**src/rtl/core/cllm_pkg.sv**
```systemverilog
// Package for the circular linked list manager core.
// Holds shared codes, state and command types for the controller and datapath.
// No dependencies.
`default_nettype none

package cllm_pkg;

    localparam int DEFAULT_CAPACITY = 16;
    localparam int MAX_RESULTS      = 16;
    localparam int ACTION_W         = 3;
    localparam int STATUS_W         = 2;
    localparam int COUNT_OUT_W      = 5;
    localparam int DATA_W           = 32;

    typedef enum logic [ACTION_W-1:0] {
        ACT_INS_FRONT = 3'd0,
        ACT_INS_AFTER = 3'd1,
        ACT_DEL_AFTER = 3'd2,
        ACT_INS_END   = 3'd3,
        ACT_DEL_END   = 3'd4,
        ACT_READOUT   = 3'd5
    } action_t;

    typedef enum logic [STATUS_W-1:0] {
        STAT_DONE      = 2'd0,
        STAT_EMPTY     = 2'd1,
        STAT_NOT_FOUND = 2'd2,
        STAT_FULL      = 2'd3
    } status_t;

    typedef enum logic [3:0] {
        ST_IDLE,
        ST_DISPATCH,
        ST_LINK_A,
        ST_LINK_B,
        ST_FRONT,
        ST_SEARCH,
        ST_UNLINK,
        ST_EMIT_DONE,
        ST_READ
    } ctl_state_t;

    typedef enum logic [3:0] {
        OP_NONE,
        OP_CAPTURE,
        OP_INIT_ONE,
        OP_SET_T_TAIL,
        OP_FRONT,
        OP_ADVANCE,
        OP_LINK_A,
        OP_LINK_B,
        OP_UNLINK,
        OP_MAKE_EMPTY,
        OP_EMIT_STATUS,
        OP_EMIT_ITEM
    } dp_op_t;

    typedef struct packed {
        dp_op_t  op;
        status_t code;
    } dp_cmd_t;

    typedef struct packed {
        logic [ACTION_W-1:0] action;
        logic                empty;
        logic                full;
        logic                single;
        logic                match;
        logic                walk_last;
        logic                read_last;
        logic                out_busy;
    } dp_flags_t;

endpackage

`default_nettype wire

```
**src/rtl/core/cllm_ram.sv**
```systemverilog
// Generic single-write, single-read RAM with registered read data.
// No dependencies.
`default_nettype none

module cllm_ram #(
    parameter int WIDTH  = 32,
    parameter int DEPTH  = 16,
    parameter int ADDR_W = (DEPTH > 1) ? $clog2(DEPTH) : 1
) (
    input  wire logic              clk,
    input  wire logic              we,
    input  wire logic [ADDR_W-1:0] waddr,
    input  wire logic [WIDTH-1:0]  wdata,
    input  wire logic [ADDR_W-1:0] raddr,
    output logic      [WIDTH-1:0]  rdata
);

    logic [WIDTH-1:0] mem [DEPTH];

    always_ff @(posedge clk)
    begin
        if (we)
        begin
            mem[waddr] <= wdata;
        end
        rdata <= mem[raddr];
    end

endmodule

`default_nettype wire

```
**src/rtl/core/cllm_ctrl.sv**
```systemverilog
// Controller state machine of the circular linked list manager.
// Depends on cllm_pkg; drives commands into cllm_datapath.
`default_nettype none

module cllm_ctrl
    import cllm_pkg::*;
(
    input  wire logic      clk,
    input  wire logic      rst_n,
    input  wire logic      in_valid,
    output logic           in_ready,
    input  wire dp_flags_t flags,
    output dp_cmd_t        cmd
);

    ctl_state_t state_reg, state_next;

    always_ff @(posedge clk or negedge rst_n)
    begin
        if (!rst_n)
        begin
            state_reg <= ST_IDLE;
        end
        else
        begin
            state_reg <= state_next;
        end
    end

    always_comb
    begin
        state_next = state_reg;
        cmd.op     = OP_NONE;
        cmd.code   = STAT_DONE;
        in_ready   = (state_reg == ST_IDLE) && !flags.out_busy;
        unique case (state_reg)
            ST_IDLE:
            begin
                if (in_valid && in_ready)
                begin
                    cmd.op     = OP_CAPTURE;
                    state_next = ST_DISPATCH;
                end
            end
            ST_DISPATCH:
            begin
                unique case (flags.action) inside
                    ACT_INS_FRONT, ACT_INS_END:
                    begin
                        if (flags.full)
                        begin
                            cmd.op     = OP_EMIT_STATUS;
                            cmd.code   = STAT_FULL;
                            state_next = ST_IDLE;
                        end
                        else if (flags.empty)
                        begin
                            cmd.op     = OP_INIT_ONE;
                            state_next = ST_EMIT_DONE;
                        end
                        else
                        begin
                            cmd.op     = OP_SET_T_TAIL;
                            state_next = ST_LINK_A;
                        end
                    end
                    ACT_INS_AFTER, ACT_DEL_AFTER:
                    begin
                        if (flags.empty)
                        begin
                            cmd.op     = OP_EMIT_STATUS;
                            cmd.code   = STAT_EMPTY;
                            state_next = ST_IDLE;
                        end
                        else if (flags.full && flags.action == ACT_INS_AFTER)
                        begin
                            cmd.op     = OP_EMIT_STATUS;
                            cmd.code   = STAT_FULL;
                            state_next = ST_IDLE;
                        end
                        else
                        begin
                            cmd.op     = OP_SET_T_TAIL;
                            state_next = ST_FRONT;
                        end
                    end
                    ACT_DEL_END:
                    begin
                        if (flags.empty)
                        begin
                            cmd.op     = OP_EMIT_STATUS;
                            cmd.code   = STAT_EMPTY;
                            state_next = ST_IDLE;
                        end
                        else if (flags.single)
                        begin
                            cmd.op     = OP_MAKE_EMPTY;
                            state_next = ST_EMIT_DONE;
                        end
                        else
                        begin
                            cmd.op     = OP_SET_T_TAIL;
                            state_next = ST_UNLINK;
                        end
                    end
                    ACT_READOUT:
                    begin
                        if (flags.empty)
                        begin
                            cmd.op     = OP_EMIT_STATUS;
                            cmd.code   = STAT_EMPTY;
                            state_next = ST_IDLE;
                        end
                        else
                        begin
                            cmd.op     = OP_SET_T_TAIL;
                            state_next = ST_FRONT;
                        end
                    end
                    default:
                    begin
                        cmd.op     = OP_EMIT_STATUS;
                        cmd.code   = STAT_DONE;
                        state_next = ST_IDLE;
                    end
                endcase
            end
            ST_FRONT:
            begin
                cmd.op = OP_FRONT;
                if (flags.action == ACT_READOUT)
                begin
                    state_next = ST_READ;
                end
                else
                begin
                    state_next = ST_SEARCH;
                end
            end
            ST_SEARCH:
            begin
                if (flags.match)
                begin
                    if (flags.action == ACT_INS_AFTER)
                    begin
                        cmd.op     = OP_LINK_A;
                        state_next = ST_LINK_B;
                    end
                    else if (flags.single)
                    begin
                        cmd.op     = OP_MAKE_EMPTY;
                        state_next = ST_EMIT_DONE;
                    end
                    else
                    begin
                        cmd.op     = OP_ADVANCE;
                        state_next = ST_UNLINK;
                    end
                end
                else if (flags.walk_last)
                begin
                    cmd.op     = OP_EMIT_STATUS;
                    cmd.code   = STAT_NOT_FOUND;
                    state_next = ST_IDLE;
                end
                else
                begin
                    cmd.op = OP_ADVANCE;
                end
            end
            ST_LINK_A:
            begin
                cmd.op     = OP_LINK_A;
                state_next = ST_LINK_B;
            end
            ST_LINK_B:
            begin
                cmd.op     = OP_LINK_B;
                state_next = ST_EMIT_DONE;
            end
            ST_UNLINK:
            begin
                cmd.op     = OP_UNLINK;
                state_next = ST_EMIT_DONE;
            end
            ST_EMIT_DONE:
            begin
                if (!flags.out_busy)
                begin
                    cmd.op     = OP_EMIT_STATUS;
                    cmd.code   = STAT_DONE;
                    state_next = ST_IDLE;
                end
            end
            ST_READ:
            begin
                if (!flags.out_busy)
                begin
                    cmd.op = OP_EMIT_ITEM;
                    if (flags.read_last)
                    begin
                        state_next = ST_IDLE;
                    end
                end
            end
            default:
            begin
                state_next = ST_IDLE;
            end
        endcase
    end

endmodule

`default_nettype wire

```
**src/rtl/core/cllm_datapath.sv**
```systemverilog
// Datapath of the circular linked list manager: node pool RAMs, list registers
// and the output register. Depends on cllm_pkg and cllm_ram.
`default_nettype none

module cllm_datapath
    import cllm_pkg::*;
#(
    parameter int CAPACITY = DEFAULT_CAPACITY
) (
    input  wire logic                clk,
    input  wire logic                rst_n,
    input  wire dp_cmd_t             cmd,
    output dp_flags_t                flags,
    input  wire logic [ACTION_W-1:0] in_action,
    input  wire logic [DATA_W-1:0]   in_key,
    input  wire logic [DATA_W-1:0]   in_value,
    output logic                     out_valid,
    input  wire logic                out_ready,
    output logic [STATUS_W-1:0]      out_status,
    output logic [DATA_W-1:0]        out_item_value,
    output logic [COUNT_OUT_W-1:0]   out_node_count,
    output logic                     out_last
);

    localparam int AW = (CAPACITY > 1) ? $clog2(CAPACITY) : 1;
    localparam int CW = $clog2(CAPACITY + 1);

    logic [ACTION_W-1:0]    act_reg, act_next;
    logic [DATA_W-1:0]      key_reg, key_next;
    logic [DATA_W-1:0]      val_reg, val_next;
    logic [AW-1:0]          t_reg, t_next;
    logic [CW-1:0]          i_reg, i_next;
    logic [AW-1:0]          n_reg, n_next;
    logic [AW-1:0]          q_reg, q_next;
    logic [AW-1:0]          tail_reg, tail_next;
    logic                   nonempty_reg, nonempty_next;
    logic [CW-1:0]          count_reg, count_next;
    logic [CAPACITY-1:0]    used_reg, used_next;
    logic                   ov_reg, ov_next;
    logic [STATUS_W-1:0]    ostat_reg, ostat_next;
    logic [DATA_W-1:0]      oval_reg, oval_next;
    logic [COUNT_OUT_W-1:0] ocnt_reg, ocnt_next;
    logic                   olast_reg, olast_next;

    logic              vr_we, nr_we, pr_we;
    logic [AW-1:0]     vr_waddr, nr_waddr, pr_waddr;
    logic [DATA_W-1:0] vr_wdata, vr_rdata;
    logic [AW-1:0]     nr_wdata, nr_rdata, pr_wdata, pr_rdata;

    logic [AW-1:0] free_slot;
    logic [31:0]   cnt32, lim32, inc32;

    cllm_ram #(.WIDTH(DATA_W), .DEPTH(CAPACITY), .ADDR_W(AW)) u_val_ram (
        .clk   (clk),
        .we    (vr_we),
        .waddr (vr_waddr),
        .wdata (vr_wdata),
        .raddr (t_next),
        .rdata (vr_rdata)
    );

    cllm_ram #(.WIDTH(AW), .DEPTH(CAPACITY), .ADDR_W(AW)) u_next_ram (
        .clk   (clk),
        .we    (nr_we),
        .waddr (nr_waddr),
        .wdata (nr_wdata),
        .raddr (t_next),
        .rdata (nr_rdata)
    );

    cllm_ram #(.WIDTH(AW), .DEPTH(CAPACITY), .ADDR_W(AW)) u_prev_ram (
        .clk   (clk),
        .we    (pr_we),
        .waddr (pr_waddr),
        .wdata (pr_wdata),
        .raddr (t_next),
        .rdata (pr_rdata)
    );

    always_comb
    begin
        free_slot = '0;
        for (int k = CAPACITY - 1; k >= 0; k--)
        begin
            if (!used_reg[k])
            begin
                free_slot = AW'(k);
            end
        end
    end

    always_comb
    begin
        cnt32 = 32'(count_reg);
        lim32 = (cnt32 < 32'(MAX_RESULTS)) ? cnt32 : 32'(MAX_RESULTS);
        inc32 = 32'(i_reg) + 32'd1;
    end

    always_comb
    begin
        flags.action    = act_reg;
        flags.empty     = !nonempty_reg;
        flags.full      = count_reg >= CW'(CAPACITY);
        flags.single    = count_reg == CW'(1);
        flags.match     = vr_rdata == key_reg;
        flags.walk_last = inc32 == cnt32;
        flags.read_last = inc32 == lim32;
        flags.out_busy  = ov_reg;
    end

    always_comb
    begin
        act_next      = act_reg;
        key_next      = key_reg;
        val_next      = val_reg;
        t_next        = t_reg;
        i_next        = i_reg;
        n_next        = n_reg;
        q_next        = q_reg;
        tail_next     = tail_reg;
        nonempty_next = nonempty_reg;
        count_next    = count_reg;
        used_next     = used_reg;
        ov_next       = ov_reg && !out_ready;
        ostat_next    = ostat_reg;
        oval_next     = oval_reg;
        ocnt_next     = ocnt_reg;
        olast_next    = olast_reg;
        vr_we         = 1'b0;
        nr_we         = 1'b0;
        pr_we         = 1'b0;
        vr_waddr      = free_slot;
        nr_waddr      = free_slot;
        pr_waddr      = free_slot;
        vr_wdata      = val_reg;
        nr_wdata      = free_slot;
        pr_wdata      = free_slot;
        unique case (cmd.op)
            OP_CAPTURE:
            begin
                act_next = in_action;
                key_next = in_key;
                val_next = in_value;
            end
            OP_INIT_ONE:
            begin
                vr_we                = 1'b1;
                nr_we                = 1'b1;
                pr_we                = 1'b1;
                tail_next            = free_slot;
                nonempty_next        = 1'b1;
                used_next[free_slot] = 1'b1;
                count_next           = count_reg + CW'(1);
            end
            OP_SET_T_TAIL:
            begin
                t_next = tail_reg;
                i_next = '0;
            end
            OP_FRONT:
            begin
                t_next = nr_rdata;
                i_next = '0;
            end
            OP_ADVANCE:
            begin
                t_next = nr_rdata;
                i_next = i_reg + CW'(1);
            end
            OP_LINK_A:
            begin
                n_next               = free_slot;
                q_next               = nr_rdata;
                vr_we                = 1'b1;
                nr_we                = 1'b1;
                nr_wdata             = nr_rdata;
                pr_we                = 1'b1;
                pr_wdata             = t_reg;
                used_next[free_slot] = 1'b1;
                count_next           = count_reg + CW'(1);
            end
            OP_LINK_B:
            begin
                pr_we    = 1'b1;
                pr_waddr = q_reg;
                pr_wdata = n_reg;
                nr_we    = 1'b1;
                nr_waddr = t_reg;
                nr_wdata = n_reg;
                if (act_reg == ACT_INS_END
                    || (act_reg == ACT_INS_AFTER && t_reg == tail_reg))
                begin
                    tail_next = n_reg;
                end
            end
            OP_UNLINK:
            begin
                nr_we            = 1'b1;
                nr_waddr         = pr_rdata;
                nr_wdata         = nr_rdata;
                pr_we            = 1'b1;
                pr_waddr         = nr_rdata;
                pr_wdata         = pr_rdata;
                used_next[t_reg] = 1'b0;
                count_next       = count_reg - CW'(1);
                if (t_reg == tail_reg)
                begin
                    tail_next = pr_rdata;
                end
            end
            OP_MAKE_EMPTY:
            begin
                used_next[tail_reg] = 1'b0;
                count_next          = '0;
                nonempty_next       = 1'b0;
                tail_next           = '0;
            end
            OP_EMIT_STATUS:
            begin
                ov_next    = 1'b1;
                ostat_next = cmd.code;
                oval_next  = '0;
                ocnt_next  = cnt32[COUNT_OUT_W-1:0];
                olast_next = 1'b1;
            end
            OP_EMIT_ITEM:
            begin
                ov_next    = 1'b1;
                ostat_next = STAT_DONE;
                oval_next  = vr_rdata;
                ocnt_next  = cnt32[COUNT_OUT_W-1:0];
                olast_next = flags.read_last;
                t_next     = nr_rdata;
                i_next     = i_reg + CW'(1);
            end
            default:
            begin
            end
        endcase
    end

    always_ff @(posedge clk or negedge rst_n)
    begin
        if (!rst_n)
        begin
            tail_reg     <= '0;
            nonempty_reg <= 1'b0;
            count_reg    <= '0;
            used_reg     <= '0;
            ov_reg       <= 1'b0;
        end
        else
        begin
            tail_reg     <= tail_next;
            nonempty_reg <= nonempty_next;
            count_reg    <= count_next;
            used_reg     <= used_next;
            ov_reg       <= ov_next;
        end
    end

    always_ff @(posedge clk)
    begin
        act_reg   <= act_next;
        key_reg   <= key_next;
        val_reg   <= val_next;
        t_reg     <= t_next;
        i_reg     <= i_next;
        n_reg     <= n_next;
        q_reg     <= q_next;
        ostat_reg <= ostat_next;
        oval_reg  <= oval_next;
        ocnt_reg  <= ocnt_next;
        olast_reg <= olast_next;
    end

    assign out_valid      = ov_reg;
    assign out_status     = ostat_reg;
    assign out_item_value = oval_reg;
    assign out_node_count = ocnt_reg;
    assign out_last       = olast_reg;

endmodule

`default_nettype wire

```
**src/rtl/core/circular_linked_list_manager_core.sv**
```systemverilog
// Top level of the circular linked list manager core.
// Depends on cllm_pkg, cllm_ctrl, cllm_datapath and cllm_ram.
//
// The slave channel takes one action per transaction: s_tuser carries the
// action code and s_tdata carries key and value. The master channel returns
// results; m_tuser carries the status, m_tdata the item value and node count,
// and m_tlast marks the final result of each action.
// One action is worked on at a time.
// A key search walks the list one node per cycle through the node RAMs for
// insert after key and delete after key.
// A readout gives up to 16 results, one at a time as the output register frees.
// The next action is taken once the last result has left the output register.
// When the receiver stalls, the result holds in the output register and the
// walk waits. Reset empties the list at once; node storage is not cleared.
`default_nettype none

module circular_linked_list_manager_core
    import cllm_pkg::*;
#(
    parameter int CAPACITY = DEFAULT_CAPACITY
) (
    input  wire logic        clk,
    input  wire logic        rst_n,
    input  wire logic        s_tvalid,
    output logic             s_tready,
    input  wire logic [63:0] s_tdata,  // key [31:0], value [63:32]
    input  wire logic [2:0]  s_tuser,  // action [2:0]
    output logic             m_tvalid,
    input  wire logic        m_tready,
    output logic [39:0]      m_tdata,  // item_value [31:0], node_count [36:32], zero
    output logic [1:0]       m_tuser,  // status [1:0]
    output logic             m_tlast   // last_of_run
);

    dp_cmd_t                cmd;
    dp_flags_t              flags;
    logic [DATA_W-1:0]      item_value;
    logic [COUNT_OUT_W-1:0] node_count;

    cllm_ctrl u_ctrl (
        .clk      (clk),
        .rst_n    (rst_n),
        .in_valid (s_tvalid),
        .in_ready (s_tready),
        .flags    (flags),
        .cmd      (cmd)
    );

    cllm_datapath #(.CAPACITY(CAPACITY)) u_datapath (
        .clk            (clk),
        .rst_n          (rst_n),
        .cmd            (cmd),
        .flags          (flags),
        .in_action      (s_tuser),
        .in_key         (s_tdata[31:0]),
        .in_value       (s_tdata[63:32]),
        .out_valid      (m_tvalid),
        .out_ready      (m_tready),
        .out_status     (m_tuser),
        .out_item_value (item_value),
        .out_node_count (node_count),
        .out_last       (m_tlast)
    );

    assign m_tdata = {3'b000, node_count, item_value};

endmodule

`default_nettype wire
```
**config.mk**
```make
export PLATFORM = sky130hd
export DESIGN_NAME = circular_linked_list_manager_core
export DESIGN_NICKNAME = d
export VERILOG_FILES = /design/src/rtl/core/cllm_pkg.sv /design/src/rtl/core/cllm_ram.sv /design/src/rtl/core/cllm_ctrl.sv /design/src/rtl/core/cllm_datapath.sv /design/src/rtl/core/circular_linked_list_manager_core.sv
export SDC_FILE = /design/constraint.sdc
export NUM_CORES = 1
export LEC_CHECK = 0
export BUFFER_PORTS_ARGS = -buffer_cell sky130_fd_sc_hd__buf_2
export CAP_MARGIN = 20
export CORE_ASPECT_RATIO = 1.4
export CORE_MARGIN = 4
export CORE_UTILIZATION = 40
export CTS_CLUSTER_DIAMETER = 120
export CTS_CLUSTER_SIZE = 8
export DETAILED_ROUTE_END_ITERATION = 8
export PLACE_DENSITY = 0.67
export SYNTH_ARGS = -nofsm -noshare
export SYNTH_HDL_FRONTEND = slang
export SYNTH_SLANG_ARGS = --single-unit
```
**constraint.sdc**
```tcl
create_clock -name clk -period 7.2 [get_ports clk]
set_input_delay 0.72 -clock clk [delete_from_list [all_inputs] [get_ports clk]]
set_output_delay 0.72 -clock clk [all_outputs]
set_load 0.01 [all_outputs]
```
# Yosys cells after proc, flatten, opt, wreduce, memory -nomap -nowiden
# Memories as Yosys holds them, arrays and structs flattened. A register that Yosys moved wholly into a read port is not among the register bits.
# Index checks and enable logic that the tools add are counted.
dict set report totals {
  latch_bits 0
  output_inout_bits 45
  elab_cells 187
  mem_bits_ro 0
  ram_bits 640
  ff_bits 155
  memories 3
}
# name words width read_ports rd_clocked_by_memory_dff write_ports line_no
set memory_table {}
lappend memory_table {u_datapath.u_val_ram.mem 16 32 1 1 1 cllm_ram.sv:18} ;# logic [WIDTH-1:0] mem [DEPTH];
lappend memory_table {u_datapath.u_next_ram.mem 16 4 1 1 1 cllm_ram.sv:18}
lappend memory_table {u_datapath.u_prev_ram.mem 16 4 1 1 1 cllm_ram.sv:18}
dict set report op_classes {
  shifts 0
  bitwise_logic 5
  div 0
  addsub 4
  muxes 84
  n_reduce_logical 30
  multipliers 0
  n_lt_le_gt_ge 8
  n_eq_ne 36
}
# cell n
set op_table {}
lappend op_table {{two-way mux 4 bit} 39}
lappend op_table {{equality test 32 bit} 2}
lappend op_table {{one-hot mux 32 bit (2 select lines)} 1}
lappend op_table {{one-hot mux 16 bit (3 select lines)} 1}
lappend op_table {{one-hot mux 4 bit (9 select lines)} 1}
lappend op_table {{AND 16 bit} 2}
lappend op_table {{equality test 32 x 5 -> 1 bit} 1}
lappend op_table {{equality test 4 x 3 -> 1 bit, second input constant} 8}
lappend op_table {{inverter 16 bit} 2}
lappend op_table {{one-hot mux 4 bit (2 select lines)} 4}
lappend op_table {{one-hot mux 4 bit (4 select lines)} 2}
lappend op_table {{one-hot mux 4 bit (8 select lines)} 1}
lappend op_table {{one-hot mux 6 bit (4 select lines)} 1}
lappend op_table {{equality test 4 bit, second input constant} 5}
lappend op_table {{equality test 4 x 2 -> 1 bit, second input constant} 4}
lappend op_table {{bitwise OR 16 bit} 1}
lappend op_table {{OR reduction 2 bit} 8}
lappend op_table {{less-than comparator 4 x 5 -> 1 bit, second input constant} 3}
lappend op_table {{one-hot mux 5 bit (3 select lines)} 1}
lappend op_table {{two-way mux 1 bit} 14}
lappend op_table {{demux 1 bit (select 4 bit)} 3}
lappend op_table {{>= comparator 4 x 1 -> 1 bit, second input constant} 3}
lappend op_table {{two-way mux 6 bit} 2}
lappend op_table {{one-hot mux 4 bit (3 select lines)} 1}
lappend op_table {{33 further kinds} 57}

# Depth between registers and ports, before layout
dict set report depth {
  word_depth 22
  mapped_depth 15
  mapped_depth_nobuf 13
}

# Modules after synthesis
# From an unflattened synthesis, not the netlist that was laid out.
dict set report hier_totals {
  hier_cells 1733
  area_unflattened_um2 32899.1
}
# module n_inst cells_per_inst area_per_inst_um2
set by_module_without_submodules {}
lappend by_module_without_submodules {{cllm_ram at u_datapath.u_val_ram} 1 838 19835.3}
lappend by_module_without_submodules {cllm_datapath 1 525 6896.6}
lappend by_module_without_submodules {{cllm_ram at u_datapath.u_next_ram ...} 2 130 2666.3}
lappend by_module_without_submodules {cllm_ctrl 1 106 808.3}
lappend by_module_without_submodules {circular_linked_list_manager_core 1 4 26.3}

# Worst setup path after synthesis
# Ideal clock, no wire load.
dict set report synth_path {
  path_kind {in2reg}
  start {input s_tvalid}
  end {register u_datapath.used_reg[14]}
  setup_ns 0.074
  slack_ns 1.266
  cell_stages 7
  arrival_time_ns 5.859
  required_time_ns 7.126
  path_cell_list {and3_1 > a41o_1 > nor3_1 > nand4_1 > or3_1 > nor3_1 > o221a_2}
}
dict set report synth_via {
  elab_chain_len 6
  elab_cells_between_ends 10
  classes_between {eq/ne (4); mux (3); reduce/logical (3)}
}
# item line_no
set synth_rtl {}
lappend synth_rtl {{start: declaration} circular_linked_list_manager_core.sv:24} ;# input wire logic s_tvalid,
lappend synth_rtl {{logical AND 1 bit *} cllm_ctrl.sv:39} ;# if (in_valid && in_ready)
lappend synth_rtl {{two-way mux 1 bit *} cllm_ctrl.sv:39}
lappend synth_rtl {{one-hot mux 4 bit (9 select lines) *} cllm_ctrl.sv:36} ;# unique case (state_reg)
lappend synth_rtl {{equality test 4 x 2 -> 1 bit or equality test 4 x 3 -> 1 bit (tied branches)} cllm_datapath.sv:138} ;# unique case (cmd.op)
lappend synth_rtl {{OR reduction 2 bit (no line)} --}
lappend synth_rtl {{one-hot mux 16 bit (3 select lines) or nonzero test 3 bit (tied branches)} --}
lappend synth_rtl {{end signal: assignment} cllm_datapath.sv:257} ;# used_reg <= used_next;
lappend synth_rtl {{end: declaration} cllm_datapath.sv:38} ;# logic [CAPACITY-1:0] used_reg, used_next;
# Mark *: on every way between the ends. The rest lies on a longest branch, timed or not.
# A chain may end at the register's enable or synchronous reset.

# Worst setup path after layout
dict set report layout_path {
  start {register u_datapath.key_reg[17]}
  end {register u_datapath.u_val_ram.rdata[23], read port of u_datapath.u_val_ram.mem}
}
dict set report layout_via {
  elab_chain_len 6
  elab_cells_between_ends 9
  classes_between {eq/ne (5); mux (3); reduce/logical (1)}
}
# item line_no
set layout_rtl {}
lappend layout_rtl {{start: declaration} cllm_datapath.sv:29} ;# logic [DATA_W-1:0] key_reg, key_next;
lappend layout_rtl {{start signal: assignment} cllm_datapath.sv:265} ;# key_reg <= key_next;
lappend layout_rtl {{equality test 32 bit *} cllm_datapath.sv:105} ;# flags.match = vr_rdata == key_reg;
lappend layout_rtl {{two-way mux 4 bit *} cllm_ctrl.sv:142} ;# if (flags.match)
lappend layout_rtl {{one-hot mux 4 bit (9 select lines) *} cllm_ctrl.sv:36}
lappend layout_rtl {{equality test 4 x 3 -> 1 bit or equality test 4 bit (tied branches)} cllm_datapath.sv:138}
lappend layout_rtl {{OR reduction 3 bit (no line)} --}
lappend layout_rtl {{one-hot mux 4 bit (2 select lines) *} cllm_datapath.sv:138}
lappend layout_rtl {{end: declaration} cllm_ram.sv:15} ;# output logic [WIDTH-1:0] rdata
# Marks and branches as above.

==> results_dict.tcl <==
set metrics [dict create \
    status "finished, final reports clean" \
    final_util_pct 47.0 \
    yosysTopAreaCell "edfxtp_1" \
    yosysWarnings 0 \
    grt_pass1_wl_um 122000 \
    drtAntennaViolNets 0 \
    final_cells 3309 \
    layout_commonest_cell "edfxtp_1" \
    wl_per_cell_um 24.9 \
    largest_register_ffs 512 \
    p_total_mw 19.4 \
    synthCells 1980 \
    syn_area_mm2 0.0327 \
    die_h_um 346 \
    r2r_setup_slack_ns 1.45 \
    crit_fanout 21 \
    clk_pin_slew_ns 0.06 \
    tns_ns 0 \
    ctsHtreeMaxLevel 3 \
    num_rows 123 \
    clock_sinks 835 \
    place_hpwl_um 51100 \
    start_kind "flip-flop" \
    path_class "reg2reg" \
    first_pass_iters 6 \
    antenna_found_initial 3 \
    finalWirelength_um 82400 \
    nets 2224 \
    worst_slack_ns 1.45 \
    synthDistinctLibCells 72 \
    avgSynthCellArea_um2 16.5 \
    arrival_ns 6.24 \
    vias 18700 \
    place_ws_ns 1.55 \
    grt_setup_unrepaired "false" \
    maxCapViolations 0 \
    diodes 0 \
    postCtsSetupBuffers 0 \
    ys_seq_area_share_pct 74.9 \
    reg.largest.list "u_datapath.u_val_ram.mem (512), u_datapath.u_next_ram.mem (64), u_datapath.u_prev_ram.mem (64)" \
    slew_headroom_pct 26.0 \
    io_pins 116 \
    finalCriticalPeriod_ns 5.75 \
    io_buffers 112 \
    max_freq_mhz 174 \
    reg2reg_depth 11 \
    period_share_pct 79.9 \
    cts_tree "built" \
    route.detailed.drc 0 \
    drt_iter0_drc 2051 \
    synth-async-reset-ratio_pct 3.71 \
    cts_made_buffers 114 \
    dp_cells 3095 \
    layout_common_cells "edfxtp_1 (760), mux2i_1 (322), o22ai_1 (164)" \
    cp-end-kind "flip-flop" \
    cts_resized 0 \
    hold_buffers 0 \
    final_max_slew_viol_count 0 \
    peakVddDrop_mv 0.478 \
    die_width_um 250 \
    yosysTopAreaCellShare_pct 69.9 \
    design_area_mm2 0.0379 \
    min_path_type "in2async" \
    tightest_slew_ns 1.11 \
    area_delta_synth_final_pct 16.1 \
    timing.final.hold_violations 0 \
    vias_per_cell 5.65 \
    skew_ns 0.0571 \
    synth_edf_count 760 \
    cts_root_buffer "clkbuf_16" \
    p_per_area_mw_per_mm2 513 \
    ys.flop_type "edfxtp_1" \
    fin_hold_ws_ns 0.133 \
    drive_above_1_share_pct 14.5 \
    setup-violations-final 0 \
    gp_congestion 0.894 \
    overflow 0 \
    clk_latency_ns 0.68 \
    core-area_mm2 0.0806 \
    worstPathRequired_ns 7.69 \
    synth-seq-cells 835 \
    r2r-end "u_datapath.u_val_ram.rdata[23]" \
    synth_area_leaders "edfxtp_1 (70%), mux2i_1 (9.9%), o22ai_1 (3.1%)" \
    clockBufferDepth 3 \
    grt_pass1_vias 19200 \
    grt_max_degree 69 \
    grt_usage_pct 18.5 \
    placed_cell_area_mm2 0.0346 \
    initial_core_util_pct 40.5 \
    rr_startpoint "u_datapath.key_reg[17]" \
    dieArea_mm2 0.0864 \
    regMostFlops "u_datapath.u_val_ram.mem" \
    leakagePower_nw 12.9 \
]
kinds of logic after synthesis:
kind of cell             Yosys count  synth area share [%]
AO/OA/AOI/OAI                    315                  6.47
other                              1                0.0115
buffers and inverters            137                  2.04
flip-flops                       835                  74.9
multiplexers                     326                  10.0
adder cells (fa/ha/maj)            4                 0.153
AND/OR/NAND/NOR                  320                  5.17
XOR/XNOR                          42                  1.21
worst max-delay path, stage by stage, from the launching register on:
cell and delay (ns):
edfxtp_1 0.39, xor2_1 0.23, nor4_1 0.50, nand4_1 0.60, o22a_1 0.39, a221o_1 0.45
a211oi_2 0.48, a221o_1 0.47, or3_2 0.67, buf_4 0.50, o22ai_1 0.20, or4_1 0.66
cell type report:
cell class,instances,area (um^2)
tap,1062,1330
fill,6827,42700
clock inverter,6,110
sequential,835,24500
multi-input combinational,1010,7680
inverter,32,120
clock buffer,208,3250
timing repair buffer,156,953
Yosys cell counts (11+ instances only):
library cell	instances
a21oi_1	26
xor2_1	16
a22oi_1	14
nand4_1	15
mux2i_1	322
edfxtp_1	760
xnor2_1	24
dfrtp_1	31
inv_1	28
buf_2	25
nor3_1	12
o22ai_1	164
o21ai_0	33
nor2_1	90
nand3_1	19
clkbuf_1	58
nand2_1	49
dfxtp_1	44
and2_1	40
or4_1	41
buf_6	11
per-layer routing:
| metal | global-route usage (%) | part of all wire (%) | vias to the layer above | wire length, um |
|---|---|---|---|---|
| li1 | - | - | 8196 | - |
| met1 | 22.5 | 39 | 9460 | 31900 |
| met2 | 32.5 | 51 | 832 | 41600 |
| met3 | 3.25 | 6.4 | 200 | 5270 |
| met4 | 8.08 | 4.3 | 0 | 3520 |
| met5 | 0 | 0 | - | 0 |
how the worst max path moves through the flow:
stage | startpoint | to | slack [ns] | depth (start not counted)
CTS | u_datapath.key_reg[17] | u_datapath.u_val_ram.rdata[23] | 1.53 | 11
finish | u_datapath.key_reg[17] | u_datapath.u_val_ram.rdata[23] | 1.45 | 11
global route | u_datapath.u_val_ram.rdata[0] | u_datapath.u_val_ram.rdata[23] | 1.34 | 11
global placement | u_datapath.u_val_ram.rdata[0] | u_datapath.u_val_ram.rdata[23] | 1.63 | 11
floorplan | s_tvalid | u_datapath.used_reg[14] | 1.27 | 7
detailed placement | u_datapath.key_reg[17] | u_datapath.u_val_ram.rdata[23] | 1.55 | 11
where the power goes:
part           internal, mW  switching [mW]
sequential             6.79           0.617
combinational          2.48            4.57
clock                  3.01            1.96
Note: power is estimated with default switching activity, not from simulation.
